$ cat src/hw/rtl/assert_macros.svh
// Assertion macros shared by the relative-angle check RTL
`ifndef ASSERT_MACROS_SVH
`define ASSERT_MACROS_SVH

// Clocked check, switched off while reset is held
`define TRAC_ASSERT(label, clk, rst_n, prop, msg) \
    label: assert property (@(posedge clk) disable iff (!rst_n) prop) \
        else $error(msg);

// Clocked check that also holds through reset
`define TRAC_ASSERT_ALWAYS(label, clk, prop, msg) \
    label: assert property (@(posedge clk) prop) else $error(msg);

`endif

$ cat src/hw/rtl/trac_pkg.sv
// Shared widths, register codes and types for the relative-angle check
`timescale 1ns / 1ps

package trac_pkg;

    // Field widths
    localparam int POS_W      = 28;
    localparam int DIFF_W     = POS_W + 1;
    localparam int COS_W      = 16;
    localparam int SIN_W      = 15;
    localparam int DIST_W     = 16;
    localparam int IDX_OUT_W  = 12;

    // Configuration port
    localparam int CFG_ADDR_W = 2;
    localparam int CFG_DATA_W = 16;
    localparam logic [CFG_ADDR_W-1:0] CFG_COS_LIMIT = 2'd0;
    localparam logic [CFG_ADDR_W-1:0] CFG_SIN_LIMIT = 2'd1;
    localparam logic [CFG_ADDR_W-1:0] CFG_MIN_DIST  = 2'd2;

    // Register reset values
    localparam logic signed [COS_W-1:0] COS_LIMIT_RST = 16'sd23170;
    localparam logic [SIN_W-1:0]        SIN_LIMIT_RST = 15'd23170;
    localparam logic [DIST_W-1:0]       MIN_DIST_RST  = 16'd51;

    // Shared multiplier and accumulator
    localparam int MUL_W  = 30;
    localparam int PROD_W = 2 * MUL_W;
    localparam int ACC_W  = 76;
    localparam int MD_W   = 2 * DIST_W;
    localparam int DOT_W  = 2 * DIFF_W;
    localparam int CRS_W  = DOT_W - 1;
    localparam int SPLIT  = 29;

    localparam int DEF_MAX_POINTS = 4096;

    // Status from the angle unit back to the track control
    typedef struct packed {
        logic done;
        logic fail;
    } t_angle_sts;

endpackage

$ cat src/hw/rtl/trac_mul.sv
// Shared signed multiplier with registered product
`timescale 1ns / 1ps

module trac_mul (
    input  logic                              i_clk,
    input  logic signed [trac_pkg::MUL_W-1:0]  i_a,
    input  logic signed [trac_pkg::MUL_W-1:0]  i_b,
    output logic signed [trac_pkg::PROD_W-1:0] o_prod
);
    import trac_pkg::*;

    logic signed [PROD_W-1:0] r_prod;

    // One product per cycle, registered before any add
    always_ff @(posedge i_clk) begin
        r_prod <= i_a * i_b;
    end

    assign o_prod = r_prod;

endmodule

$ cat src/hw/rtl/trac_angle.sv
// Window evaluation: distance tests and exact angle test on one multiplier
`timescale 1ns / 1ps
`include "assert_macros.svh"

module trac_angle (
    input  logic                               i_clk,
    input  logic                               i_rst_n,
    input  logic                               i_start,
    input  logic signed [trac_pkg::POS_W-1:0]  i_x1,
    input  logic signed [trac_pkg::POS_W-1:0]  i_y1,
    input  logic signed [trac_pkg::POS_W-1:0]  i_x2,
    input  logic signed [trac_pkg::POS_W-1:0]  i_y2,
    input  logic signed [trac_pkg::POS_W-1:0]  i_x3,
    input  logic signed [trac_pkg::POS_W-1:0]  i_y3,
    input  logic signed [trac_pkg::COS_W-1:0]  i_cos_limit,
    input  logic        [trac_pkg::SIN_W-1:0]  i_sin_limit,
    input  logic        [trac_pkg::DIST_W-1:0] i_min_dist,
    output trac_pkg::t_angle_sts               o_sts
);
    import trac_pkg::*;

    // Micro-op sequence, one multiply each
    localparam logic [3:0] OP_MD      = 4'd0;   // min_dist^2
    localparam logic [3:0] OP_AXX     = 4'd1;
    localparam logic [3:0] OP_AYY     = 4'd2;   // |p2-p1|^2 done
    localparam logic [3:0] OP_BXX     = 4'd3;
    localparam logic [3:0] OP_BYY     = 4'd4;   // |p3-p1|^2 done
    localparam logic [3:0] OP_AXBX    = 4'd5;
    localparam logic [3:0] OP_AYBY    = 4'd6;   // dot done
    localparam logic [3:0] OP_AXBY    = 4'd7;
    localparam logic [3:0] OP_AYBX    = 4'd8;   // cross done
    localparam logic [3:0] OP_CHI_COS = 4'd9;
    localparam logic [3:0] OP_DHI_SIN = 4'd10;
    localparam logic [3:0] OP_CLO_COS = 4'd11;
    localparam logic [3:0] OP_DLO_SIN = 4'd12;  // sign of difference

    logic                     r_busy, n_busy;
    logic                     r_ph, n_ph;
    logic [3:0]               r_op, n_op;
    logic signed [DIFF_W-1:0] r_ax, r_ay, r_bx, r_by;
    logic signed [DIFF_W-1:0] n_ax, n_ay, n_bx, n_by;
    logic [MD_W-1:0]          r_md, n_md;
    logic signed [ACC_W-1:0]  r_acc, n_acc;
    logic signed [DOT_W-1:0]  r_dot, n_dot;
    logic [CRS_W-1:0]         r_crs, n_crs;
    logic                     r_done, n_done;
    logic                     r_fail, n_fail;

    logic signed [MUL_W-1:0]  w_mul_a, w_mul_b;
    logic signed [PROD_W-1:0] w_prod;
    logic signed [ACC_W-1:0]  w_prod_ext;
    logic signed [ACC_W-1:0]  w_md_ext;

    // Operand select for the shared multiplier
    always_comb begin
        unique case (r_op)
            OP_MD: begin
                w_mul_a = MUL_W'(i_min_dist);
                w_mul_b = MUL_W'(i_min_dist);
            end
            OP_AXX: begin
                w_mul_a = MUL_W'(r_ax);
                w_mul_b = MUL_W'(r_ax);
            end
            OP_AYY: begin
                w_mul_a = MUL_W'(r_ay);
                w_mul_b = MUL_W'(r_ay);
            end
            OP_BXX: begin
                w_mul_a = MUL_W'(r_bx);
                w_mul_b = MUL_W'(r_bx);
            end
            OP_BYY: begin
                w_mul_a = MUL_W'(r_by);
                w_mul_b = MUL_W'(r_by);
            end
            OP_AXBX: begin
                w_mul_a = MUL_W'(r_ax);
                w_mul_b = MUL_W'(r_bx);
            end
            OP_AYBY: begin
                w_mul_a = MUL_W'(r_ay);
                w_mul_b = MUL_W'(r_by);
            end
            OP_AXBY: begin
                w_mul_a = MUL_W'(r_ax);
                w_mul_b = MUL_W'(r_by);
            end
            OP_AYBX: begin
                w_mul_a = MUL_W'(r_ay);
                w_mul_b = MUL_W'(r_bx);
            end
            OP_CHI_COS: begin
                w_mul_a = MUL_W'(r_crs[CRS_W-1:SPLIT]);
                w_mul_b = MUL_W'(i_cos_limit);
            end
            OP_DHI_SIN: begin
                w_mul_a = MUL_W'($signed(r_dot[DOT_W-1:SPLIT]));
                w_mul_b = MUL_W'(i_sin_limit);
            end
            OP_CLO_COS: begin
                w_mul_a = MUL_W'(r_crs[SPLIT-1:0]);
                w_mul_b = MUL_W'(i_cos_limit);
            end
            OP_DLO_SIN: begin
                w_mul_a = MUL_W'(r_dot[SPLIT-1:0]);
                w_mul_b = MUL_W'(i_sin_limit);
            end
            default: begin
                w_mul_a = '0;
                w_mul_b = '0;
            end
        endcase
    end

    trac_mul u_mul (
        .i_clk  (i_clk),
        .i_a    (w_mul_a),
        .i_b    (w_mul_b),
        .o_prod (w_prod)
    );

    assign w_prod_ext = ACC_W'(w_prod);
    assign w_md_ext   = ACC_W'(r_md);

    // Sequencer: phase 0 multiplies, phase 1 accumulates and tests
    always_comb begin
        logic                    v_fin;
        logic                    v_fail;
        logic signed [ACC_W-1:0] v_abs;

        v_fin  = 1'b0;
        v_fail = 1'b0;
        v_abs  = '0;
        n_busy = r_busy;
        n_ph   = r_ph;
        n_op   = r_op;
        n_ax   = r_ax;
        n_ay   = r_ay;
        n_bx   = r_bx;
        n_by   = r_by;
        n_md   = r_md;
        n_acc  = r_acc;
        n_dot  = r_dot;
        n_crs  = r_crs;
        n_done = 1'b0;
        n_fail = r_fail;

        if (i_start) begin
            n_busy = 1'b1;
            n_ph   = 1'b0;
            n_op   = OP_MD;
            n_fail = 1'b0;
            n_ax   = DIFF_W'(i_x2) - DIFF_W'(i_x1);
            n_ay   = DIFF_W'(i_y2) - DIFF_W'(i_y1);
            n_bx   = DIFF_W'(i_x3) - DIFF_W'(i_x1);
            n_by   = DIFF_W'(i_y3) - DIFF_W'(i_y1);
        end else if (r_busy) begin
            if (!r_ph) begin
                n_ph = 1'b1;
            end else begin
                n_ph = 1'b0;
                n_op = r_op + 4'd1;
                unique case (r_op)
                    OP_MD: begin
                        n_md = w_prod[MD_W-1:0];
                    end
                    OP_AXX, OP_BXX, OP_AXBX, OP_AXBY, OP_CHI_COS: begin
                        n_acc = w_prod_ext;
                    end
                    OP_AYY, OP_BYY: begin
                        // short or zero leg: window skipped
                        n_acc = r_acc + w_prod_ext;
                        if (n_acc == '0 || n_acc < w_md_ext) begin
                            v_fin = 1'b1;
                        end
                    end
                    OP_AYBY: begin
                        n_acc = r_acc + w_prod_ext;
                        n_dot = n_acc[DOT_W-1:0];
                    end
                    OP_AYBX: begin
                        n_acc = r_acc - w_prod_ext;
                        v_abs = n_acc[ACC_W-1] ? -n_acc : n_acc;
                        n_crs = v_abs[CRS_W-1:0];
                        // straight back: angle is pi
                        if (n_acc == '0 && r_dot[DOT_W-1]) begin
                            v_fin  = 1'b1;
                            v_fail = !(i_sin_limit == '0 && i_cos_limit[COS_W-1]);
                        end
                    end
                    OP_DHI_SIN: begin
                        n_acc = r_acc - w_prod_ext;
                    end
                    OP_CLO_COS: begin
                        n_acc = (r_acc <<< SPLIT) + w_prod_ext;
                    end
                    OP_DLO_SIN: begin
                        // c*cos - d*sin > 0 means angle over threshold
                        n_acc  = r_acc - w_prod_ext;
                        v_fin  = 1'b1;
                        v_fail = (n_acc > 0);
                    end
                    default: begin
                        v_fin = 1'b1;
                    end
                endcase
                if (v_fin) begin
                    n_busy = 1'b0;
                    n_done = 1'b1;
                    n_fail = v_fail;
                end
            end
        end
    end

    // Control registers
    always_ff @(posedge i_clk) begin
        if (!i_rst_n) begin
            r_busy <= 1'b0;
            r_ph   <= 1'b0;
            r_op   <= OP_MD;
            r_done <= 1'b0;
            r_fail <= 1'b0;
        end else begin
            r_busy <= n_busy;
            r_ph   <= n_ph;
            r_op   <= n_op;
            r_done <= n_done;
            r_fail <= n_fail;
        end
    end

    // Datapath registers
    always_ff @(posedge i_clk) begin
        r_ax  <= n_ax;
        r_ay  <= n_ay;
        r_bx  <= n_bx;
        r_by  <= n_by;
        r_md  <= n_md;
        r_acc <= n_acc;
        r_dot <= n_dot;
        r_crs <= n_crs;
    end

    assign o_sts = '{done: r_done, fail: r_fail};

    `TRAC_ASSERT(a_start_idle, i_clk, i_rst_n, i_start |-> !r_busy, "start while busy")
    `TRAC_ASSERT(a_done_pulse, i_clk, i_rst_n, r_done |=> !r_done, "done held two cycles")
    `TRAC_ASSERT_ALWAYS(a_done_free, i_clk, r_done |-> !r_busy, "done while still busy")

endmodule

$ cat src/hw/rtl/trajectory_relative_angle_check_unit.sv
// Top level: point window tracking, config registers and result register
//
//  channel   direction  handshake            word
//  input     in         i_valid / o_ready    i_pos_x, i_pos_y, i_reversing, i_last
//  result    out        o_valid / i_ready    o_pass, o_fail_index
//  config    in         i_cfg_wr_en          i_cfg_addr, i_cfg_wr_data
//
// A point that opens no window passes through accept and commit.
// A checked window goes through accept, start, 13 multiplies on one 30x30 multiplier
// (operand phase, accumulate phase each), done and commit; a short leg ends early.
// Reset is synchronous, active low; it restores the limits and clears the track.
// The result register frees the input side: only a final point waits for it to empty.
`timescale 1ns / 1ps
`include "assert_macros.svh"

module trajectory_relative_angle_check_unit #(
    parameter int MAX_POINTS = trac_pkg::DEF_MAX_POINTS
) (
    input  logic                                i_clk,
    input  logic                                i_rst_n,
    input  logic                                i_cfg_wr_en,
    input  logic [trac_pkg::CFG_ADDR_W-1:0]     i_cfg_addr,
    input  logic [trac_pkg::CFG_DATA_W-1:0]     i_cfg_wr_data,
    input  logic                                i_valid,
    output logic                                o_ready,
    input  logic signed [trac_pkg::POS_W-1:0]   i_pos_x,
    input  logic signed [trac_pkg::POS_W-1:0]   i_pos_y,
    input  logic                                i_reversing,
    input  logic                                i_last,
    output logic                                o_valid,
    input  logic                                i_ready,
    output logic                                o_pass,
    output logic [trac_pkg::IDX_OUT_W-1:0]      o_fail_index
);
    import trac_pkg::*;

    localparam int IDX_W = $clog2(MAX_POINTS);

    localparam logic [1:0] ST_IDLE   = 2'd0;
    localparam logic [1:0] ST_CALC   = 2'd1;
    localparam logic [1:0] ST_COMMIT = 2'd2;

    logic [1:0]              r_state, n_state;
    logic signed [COS_W-1:0] r_cos_limit;
    logic [SIN_W-1:0]        r_sin_limit;
    logic [DIST_W-1:0]       r_min_dist;

    logic signed [POS_W-1:0] r_in_x, r_in_y;
    logic                    r_in_rev, r_in_last;
    logic signed [POS_W-1:0] r_prev_x [2];
    logic signed [POS_W-1:0] r_prev_y [2];
    logic                    r_prev_rev [2];
    logic [IDX_W-1:0]        r_idx;
    logic                    r_failed;
    logic [IDX_W-1:0]        r_failed_at;
    logic                    r_start;

    logic                    r_out_valid;
    logic                    r_pass;
    logic [IDX_OUT_W-1:0]    r_fail_index;

    logic                    w_accept;
    logic                    w_eval;
    logic                    w_emit;
    logic                    w_shift;
    t_angle_sts              w_sts;

    assign o_ready  = (r_state == ST_IDLE);
    assign w_accept = i_valid && o_ready;

    // Window is checked only with two earlier points, no failure yet, all forward
    assign w_eval = (r_idx >= IDX_W'(2)) && !r_failed && !i_reversing
                    && !r_prev_rev[0] && !r_prev_rev[1];

    assign w_emit  = (r_state == ST_COMMIT) && r_in_last && (!r_out_valid || i_ready);
    assign w_shift = (r_state == ST_COMMIT) && !r_in_last;

    // Sequencer
    always_comb begin
        n_state = r_state;
        unique case (r_state)
            ST_IDLE: begin
                if (w_accept) begin
                    n_state = w_eval ? ST_CALC : ST_COMMIT;
                end
            end
            ST_CALC: begin
                if (w_sts.done) begin
                    n_state = ST_COMMIT;
                end
            end
            ST_COMMIT: begin
                if (w_emit || w_shift) begin
                    n_state = ST_IDLE;
                end
            end
            default: begin
                n_state = ST_IDLE;
            end
        endcase
    end

    // Configuration registers
    always_ff @(posedge i_clk) begin
        if (!i_rst_n) begin
            r_cos_limit <= COS_LIMIT_RST;
            r_sin_limit <= SIN_LIMIT_RST;
            r_min_dist  <= MIN_DIST_RST;
        end else if (i_cfg_wr_en) begin
            unique case (i_cfg_addr)
                CFG_COS_LIMIT: r_cos_limit <= $signed(i_cfg_wr_data[COS_W-1:0]);
                CFG_SIN_LIMIT: r_sin_limit <= i_cfg_wr_data[SIN_W-1:0];
                CFG_MIN_DIST:  r_min_dist  <= i_cfg_wr_data[DIST_W-1:0];
                default: ;
            endcase
        end
    end

    // Track state and control
    always_ff @(posedge i_clk) begin
        if (!i_rst_n) begin
            r_state       <= ST_IDLE;
            r_start       <= 1'b0;
            r_idx         <= '0;
            r_failed      <= 1'b0;
            r_failed_at   <= '0;
            r_prev_rev[0] <= 1'b0;
            r_prev_rev[1] <= 1'b0;
            r_out_valid   <= 1'b0;
        end else begin
            r_state <= n_state;
            r_start <= w_accept && w_eval;

            // record first failing window
            if (r_state == ST_CALC && w_sts.done && w_sts.fail) begin
                r_failed    <= 1'b1;
                r_failed_at <= r_idx - IDX_W'(2);
            end

            if (w_emit) begin
                r_idx         <= '0;
                r_failed      <= 1'b0;
                r_failed_at   <= '0;
                r_prev_rev[0] <= 1'b0;
                r_prev_rev[1] <= 1'b0;
            end else if (w_shift) begin
                r_prev_rev[1] <= r_prev_rev[0];
                r_prev_rev[0] <= r_in_rev;
                if (r_idx != IDX_W'(MAX_POINTS - 1)) begin
                    r_idx <= r_idx + IDX_W'(1);
                end
            end

            // result register
            if (w_emit) begin
                r_out_valid <= 1'b1;
            end else if (i_ready) begin
                r_out_valid <= 1'b0;
            end
        end
    end

    // Point payload
    always_ff @(posedge i_clk) begin
        if (w_accept) begin
            r_in_x    <= i_pos_x;
            r_in_y    <= i_pos_y;
            r_in_rev  <= i_reversing;
            r_in_last <= i_last;
        end
        if (w_shift) begin
            r_prev_x[1] <= r_prev_x[0];
            r_prev_y[1] <= r_prev_y[0];
            r_prev_x[0] <= r_in_x;
            r_prev_y[0] <= r_in_y;
        end
        if (w_emit) begin
            r_pass       <= !r_failed;
            r_fail_index <= IDX_OUT_W'(r_failed_at);
        end
    end

    trac_angle u_angle (
        .i_clk       (i_clk),
        .i_rst_n     (i_rst_n),
        .i_start     (r_start),
        .i_x1        (r_prev_x[1]),
        .i_y1        (r_prev_y[1]),
        .i_x2        (r_prev_x[0]),
        .i_y2        (r_prev_y[0]),
        .i_x3        (r_in_x),
        .i_y3        (r_in_y),
        .i_cos_limit (r_cos_limit),
        .i_sin_limit (r_sin_limit),
        .i_min_dist  (r_min_dist),
        .o_sts       (w_sts)
    );

    assign o_valid      = r_out_valid;
    assign o_pass       = r_pass;
    assign o_fail_index = r_fail_index;

    `TRAC_ASSERT(a_done_in_calc, i_clk, i_rst_n, w_sts.done |-> (r_state == ST_CALC), "angle result outside calc")
    `TRAC_ASSERT(a_pass_zero_idx, i_clk, i_rst_n, (o_valid && o_pass) |-> (o_fail_index == '0), "pass with nonzero index")
    `TRAC_ASSERT(a_fail_idx_range, i_clk, i_rst_n, r_failed |-> (r_failed_at <= IDX_W'(MAX_POINTS - 3)), "fail index past end")

endmodule

$ cat config.mk
export PLATFORM = sky130hd
export DESIGN_NAME = trajectory_relative_angle_check_unit
export DESIGN_NICKNAME = d
export VERILOG_FILES = /design/src/hw/rtl/trac_pkg.sv /design/src/hw/rtl/trac_mul.sv /design/src/hw/rtl/trac_angle.sv /design/src/hw/rtl/trajectory_relative_angle_check_unit.sv
export VERILOG_INCLUDE_DIRS = /design/src /design/src/hw/rtl
export SDC_FILE = /design/constraint.sdc
export NUM_CORES = 2
export LEC_CHECK = 0
export ABC_AREA = 1
export BUFFER_PORTS_ARGS = -buffer_cell sky130_fd_sc_hd__buf_4
export CAP_MARGIN = 20
export CELL_PAD_IN_SITES_DETAIL_PLACEMENT = 1
export CELL_PAD_IN_SITES_GLOBAL_PLACEMENT = 1
export CORE_MARGIN = 4
export CORE_UTILIZATION = 30
export DETAILED_ROUTE_END_ITERATION = 6
export PLACE_DENSITY = 0.6
export SYNTH_ARGS = -nofsm -noshare
export SYNTH_HDL_FRONTEND = slang
export SYNTH_SLANG_ARGS = --single-unit
$ cat constraint.sdc
create_clock -name i_clk -period 12.77 [get_ports i_clk]
set_clock_uncertainty 0.2 [all_clocks]
set_input_delay 1.277 -clock i_clk [delete_from_list [all_inputs] [get_ports i_clk]]
set_output_delay 1.277 -clock i_clk [all_outputs]
set_load 0.01 [all_outputs]
==> Yosys cells after proc, flatten, opt, wreduce, memory -nomap -nowiden <==
Memory sizes are Yosys's and may differ from the RTL's.
Index checks and enable logic that the tools add are counted.
W data, S select, Z words.
{ "classes": {"add_sub_neg": 11, "n_mul": 1, "n_lt_le_gt_ge": 3, "eq_ne": 20, "n_mux": 38, "bitwise_logic": 8, "n_reduce_logical": 56} }
{ "ops": {"columns": ["operator", "count"], "rows": [
  ["$pmux W76 S4", 1],
  ["$pmux W30 S9", 1],
  ["$pmux W30 S7", 1],
  ["$add A76 B60 Y76", 2],
  ["$logic_not A76 Y1", 2],
  ["$sub A28 B28 Y29", 4],
  ["$gt A76 B1 Y1 const B", 1],
  ["$lt A76 B33 Y1", 1],
  ["$sub A76 B60 Y76", 1],
  ["$mul A30 B30 Y60", 1],
  ["$mux W57", 1],
  ["$neg A57 Y57", 1],
  ["$mux W1", 27],
  ["$eq A4 B4 Y1 const B", 5],
  ["$reduce_or A3 Y1", 6],
  ["$eq A4 B3 Y1 const B", 4],
  ["$reduce_and A4 Y1", 4],
  ["$logic_not A15 Y1", 1],
  ["$logic_and A1 B1 Y1", 13],
  ["$add A12 B1 Y12 const B", 1],
  ["$ge A12 B2 Y1 const B", 1],
  ["$ne A12 B12 Y1 const B", 1],
  ["$sub A12 B2 Y12 const B", 1],
  ["$reduce_and A2 Y1", 5],
  ["23 further kinds", 51]
]} }
{ "totals": {"reg_bits": 554, "ram_bits": 114, "memories": 3} }
{ "memory_table": {"columns": ["name", "depth", "width", "rd", "rd_ports_with_merged_regs", "wr", "line_no", "rtl"], "rows": [
  ["r_prev_x", 2, 28, 2, 0, 2, "trajectory_relative_angle_check_unit.sv:50", "logic signed [POS_W-1:0] r_prev_x [2];"],
  ["r_prev_y", 2, 28, 2, 0, 2, "trajectory_relative_angle_check_unit.sv:51", "logic signed [POS_W-1:0] r_prev_y [2];"],
  ["r_prev_rev", 2, 1, 2, 0, 2, "trajectory_relative_angle_check_unit.sv:52", "logic r_prev_rev [2];"]
]} }

==> Depth between registers and ports, before layout <==
{ "depth": {"word_depth": 12, "mapped_depth": 44, "depth_no_buf": 42} }

==> Hierarchy <==
From an unflattened synthesis, not the netlist that was laid out.
{ "unflattened": {"cells_unflattened": 11443, "hier_area_um2": 84920.2} }
{ "by_module_without_submodules": {"columns": ["module", "instances", "cells_per_inst", "area_each_um2", "seq_area_each_um2"], "rows": [
  ["trac_angle", 1, 6216, 39859.5, 10339.9],
  ["trac_mul", 1, 4588, 36152.2, 1201.2],
  ["trajectory_relative_angle_check_unit", 1, 639, 8908.5, 7076.8]
]} }

==> Worst setup path before layout <==
Ideal clock, no wire load.
{ "synth_path": {"path_type": "reg2reg", "from": "reg u_angle.r_op[0]", "to": "reg u_angle.u_mul.r_prod[58], in the netlist u_angle.u_mul.o_prod[58]", "setup_time_ns": 0.072, "t_arrival_ns": 9.367, "t_required_ns": 12.498, "setup_slack_ns": 3.131, "path_stages_with_launch": 40, "path_buffers": 3, "synth_period_minus_slack_ns": 9.639, "cell_sequence": "dfxtp_1 > inv_1 > ha_1 > inv_1 > nor2_1 > nor3_2 > inv_1 > buf_2 > a221oi_1 > nand2_1 > clkbuf_1 > buf_1 > nand2_1 > fa_1 > inv_1 > fa_1 > fa_1 > fa_1 > (+4 left out) > inv_1 > fa_1 > fa_1 > inv_1 > ha_1 > nand2_1 > nor2_1 > inv_1 > nor3_1 > nand3_1 > nand3_1 > nand2_1 > nand2_1 > nand2_1 > o211ai_1 > a21boi_0 > o31ai_1 > xor2_1"} }
{ "synth_between": {"elab_chain_cells": 4} }
{ "synth_lines": {"columns": ["element", "line_no", "rtl"], "rows": [
  ["start: declaration", "trac_angle.sv:39", "logic [3:0] r_op, n_op;"],
  ["start signal: assignment", "trac_angle.sv:228", "r_op <= n_op;"],
  ["$eq A4 B3 Y1, or another cell as far along", "trac_angle.sv:56", "unique case (r_op)"],
  ["$reduce_or A3 Y1 (no source line) or $reduce_or A2 Y1 (tied branches)", null, null],
  ["$pmux W30 S9 or $pmux W30 S7 (tied branches)", "trac_angle.sv:56", null],
  ["$mul A30 B30 Y60 (*)", "trac_mul.sv:16", "r_prod <= i_a * i_b;"],
  ["end signal: assignment", "trac_mul.sv:16", null],
  ["end: declaration", "trac_mul.sv:12", "logic signed [PROD_W-1:0] r_prod;"]
]} }
Every way passes the cells marked *; elsewhere a longest branch is shown, timed or not.
A chain may end at the register's enable or synchronous reset.

==> Final worst setup path <==
Same ends and word-level chain as after synthesis.

==> reports/qor.yml <==
synthCells: 10520
nets: 12140
grt_max_degree: 75
area_growth_pct: 10.31
synth_cell_types: 68
fin_ws_ns: 0.6150
drtAntennaViolNets: 0
cts_max_path_buffers: 3
cp_max_fo: 16
r2r_setup_slack_ns: 0.62
insertion_delay_ns: 0.74
leakage_nw: 44.57
synth_nets: 12090
relSlewSlack_pct: 14.37
min-delay-start: "r_failed_at[0]"
final_util_pct: 33.23
crit_required_ns: 13.21
avgSynthCellArea_um2: 7.755
vias_per_cell: 5.072
seq_area_frac_synth_pct: 22.82
synth_edf_count: 524
layout_commonest_cell: "inv_1"
powerDensity_nw_per_um2: 90.36
synth-seq-cells: 668
gr-total-overflow: 0
setup_violations: 0
r2r_start: "u_angle.r_op[0]"
numCtsBuffers: 81
cts_tree: "done"
drt_iter0_markers: 6311
max_stage_delay_ns: 0.76
pre_cts_ws_ns: 0.2567
wl_per_cell_um: 26.27
syn_area_um2: 81580
drv_slew: 0
synth_top_area_cell: "fa_1"
hold_end: "o_fail_index[0]"
coreArea_um2: 270800
clock_sinks: 668
path_clk_slew_ns: 0.06
critPathArrivalTime_ns: 12.59
worst_pin_slew_ns: 1.271
core.rowCount: 191
drv_cap: 0
total_power_mw: 8.131
hpwl_um: 321100
ys_warn_count: 0
placement.io_buffers: 95
clockRootBuffer: "clkbuf_16"
setup_tns_ns: 0
grt_first_pass_wirelength_um: 537300
crit_path_end_kind: "flop"
rsz0062_at_grt: "false"
dpl-instance-area_um2: 86850
final_hold_viol_count: 0
die_h_um: 529.5
status: "finished clean"
fin_crit_sh_pct: 95.18
die_area_um2: 280300
cts_max_level: 3
layout_common_cells: "inv_1 (2553), nand2_1 (2537), fa_1 (966)"
crit_top_cell: "fa_1"
synthArstFlopShare_pct: 0
fp.dieW_um: 529.5
synth_top_cell_area_share_pct: 23.71
critPathLaunchType: "flop"
cp_slowest_cell: "a221oi_1"
antenna_found_initial: 18
layout-drive-gt1-share_pct: 5.247
initial_core_util_pct: 30.13
path_class: "flop to flop"
period_needed_ns: 12.15
drc: 0
first_global_vias: 75770
hold_depth: 0
first_pass_iters: 6
fmax_mhz: 82.27
grt_usage_pct: 26.39
hp-class: "flop to flop"
ios: 96
holdBufCountCts: 0
r2r-end: "u_angle.u_mul.o_prod[58]"
reg2regPathDepth: 40
place_congestion: 0.9964
fin_area_um2: 89990
synth_ff_type: "edfxtp_1"
vias: 72100
wl_um: 373500
synthTopCellsByArea: "fa_1 (24%), edfxtp_1 (19%), inv_1 (12%), nand2_1 (12%), ha_1 (8.0%)"
vdd_drop_max_mv: 0.09481
through the flow:
step	hold slack [ns]	std cells
final	0.2375	14220
after global routing	0.2525	14210
after CTS	0.2374	14200
after detailed placement	0.2238	14050
after global placement	0.2166	14040
after floorplan	0.2030	10520
power by group:
group	internal (mW)	leakage [nW]	switching, mW
logic	0.824	37.1	2.08
registers	2.50	5.99	0.0932
clock network	1.55	1.45	1.08
total	4.88	44.6	3.25
what timing repair did:
action                                  in CTS  in global routing
gates resized for setup                      0                  2
endpoints found under the setup margin       0                  4
setup buffers                                0                  0
state kept, by name, indices dropped and copies added (netlist names), 32 cells and up:
signal	count
u_angle.u_mul.o_prod	60
u_angle.r_acc	76
u_angle.r_dot	58
u_angle.r_md	32
r_prev_y	56
u_angle.r_crs	57
r_prev_x	56
critical path: cells and delay by family (launching register included):
family / cells / cell delay (ns)
buffers and inverters: 11 / 2.04
AO/OA/AOI/OAI: 6 / 2.17
XOR/XNOR: 1 / 0.17
adder cells (fa/ha/maj): 10 / 4.57
AND/OR/NAND/NOR: 12 / 2.47
flip-flops: 1 / 0.42
kinds of logic after synthesis:
| group | after synthesis | share of synthesized area (%) |
|---|---|---|
| AOI/OAI and AO/OA | 1350 | 9.653 |
| xor gates and xnor gates | 306 | 3.515 |
| adders and majority gates | 1487 | 31.70 |
| buffers and inverters | 2881 | 13.36 |
| DFF | 668 | 22.82 |
| and+or+nand+nor | 3828 | 18.95 |
Yosys cell counts (all sizes together) (2+ instances only):
| master | n |
|---|---|
| a21o | 14 |
| and3 | 3 |
| or2 | 9 |
| a22o | 41 |
| o21a | 28 |
| nor3 | 65 |
| xor2 | 217 |
| clkbuf | 220 |
| nand3 | 269 |
| nand3b | 3 |
| clkinv | 14 |
| o22ai | 32 |
| a211oi | 12 |
| ha | 521 |
| o21bai | 15 |
| buf | 75 |
| a21boi | 18 |
| a221o | 2 |
| nor2 | 776 |
| o211ai | 32 |
| dfxtp | 144 |
| nand2 | 2582 |
| fa | 966 |
| o2111ai | 42 |
| nor4 | 45 |
| o211a | 2 |
| xnor2 | 89 |
| a22oi | 15 |
| o221ai | 30 |
| a21oi | 586 |
| o21ai | 383 |
| nand4 | 73 |
| edfxtp | 524 |
| o31ai | 13 |
| a31oi | 41 |
| inv | 2572 |
| a221oi | 37 |
| nor3b | 2 |
area by class of cell:
| cell class | instances | area [µm²] |
|---|---|---|
| Fill cell | 32860 | 180800 |
| Multi-Input combinational cell | 6971 | 52160 |
| Sequential cell | 668 | 18620 |
| Inverter | 2586 | 9714 |
| Tap cell | 3570 | 4467 |
| Clock buffer | 103 | 2260 |
| Timing Repair Buffer | 260 | 1997 |
| Clock inverter | 47 | 738.2 |
| Antenna cell | 12 | 30.03 |
metal layers:
layer | GRT usage, % | up-vias | wire length (µm)
li1 | - | 32380 | -
met1 | 36.60 | 36910 | 167300
met2 | 41.82 | 2310 | 166600
met3 | 3.680 | 497 | 23430
met4 | 9.587 | 6 | 15980
met5 | 0.3463 | - | 160
how the worst max path moves through the flow:
stage	startpoint	endpoint	slack, ns	depth (start not counted)
6_report	u_angle.r_op[0]	u_angle.u_mul.o_prod[58]	0.62	40
2_1_floorplan	u_angle.r_op[0]	u_angle.u_mul.o_prod[58]	3.13	39
4_1_cts	u_angle.r_op[0]	u_angle.u_mul.o_prod[58]	0.20	40
5_1_grt	u_angle.r_op[0]	u_angle.u_mul.o_prod[58]	0.19	40
3_5_place_dp	u_angle.r_op[0]	u_angle.u_mul.o_prod[58]	0.26	40
3_3_place_gp	u_angle.r_op[0]	u_angle.u_mul.o_prod[58]	0.29	40
(Power assumes the default switching activity.)
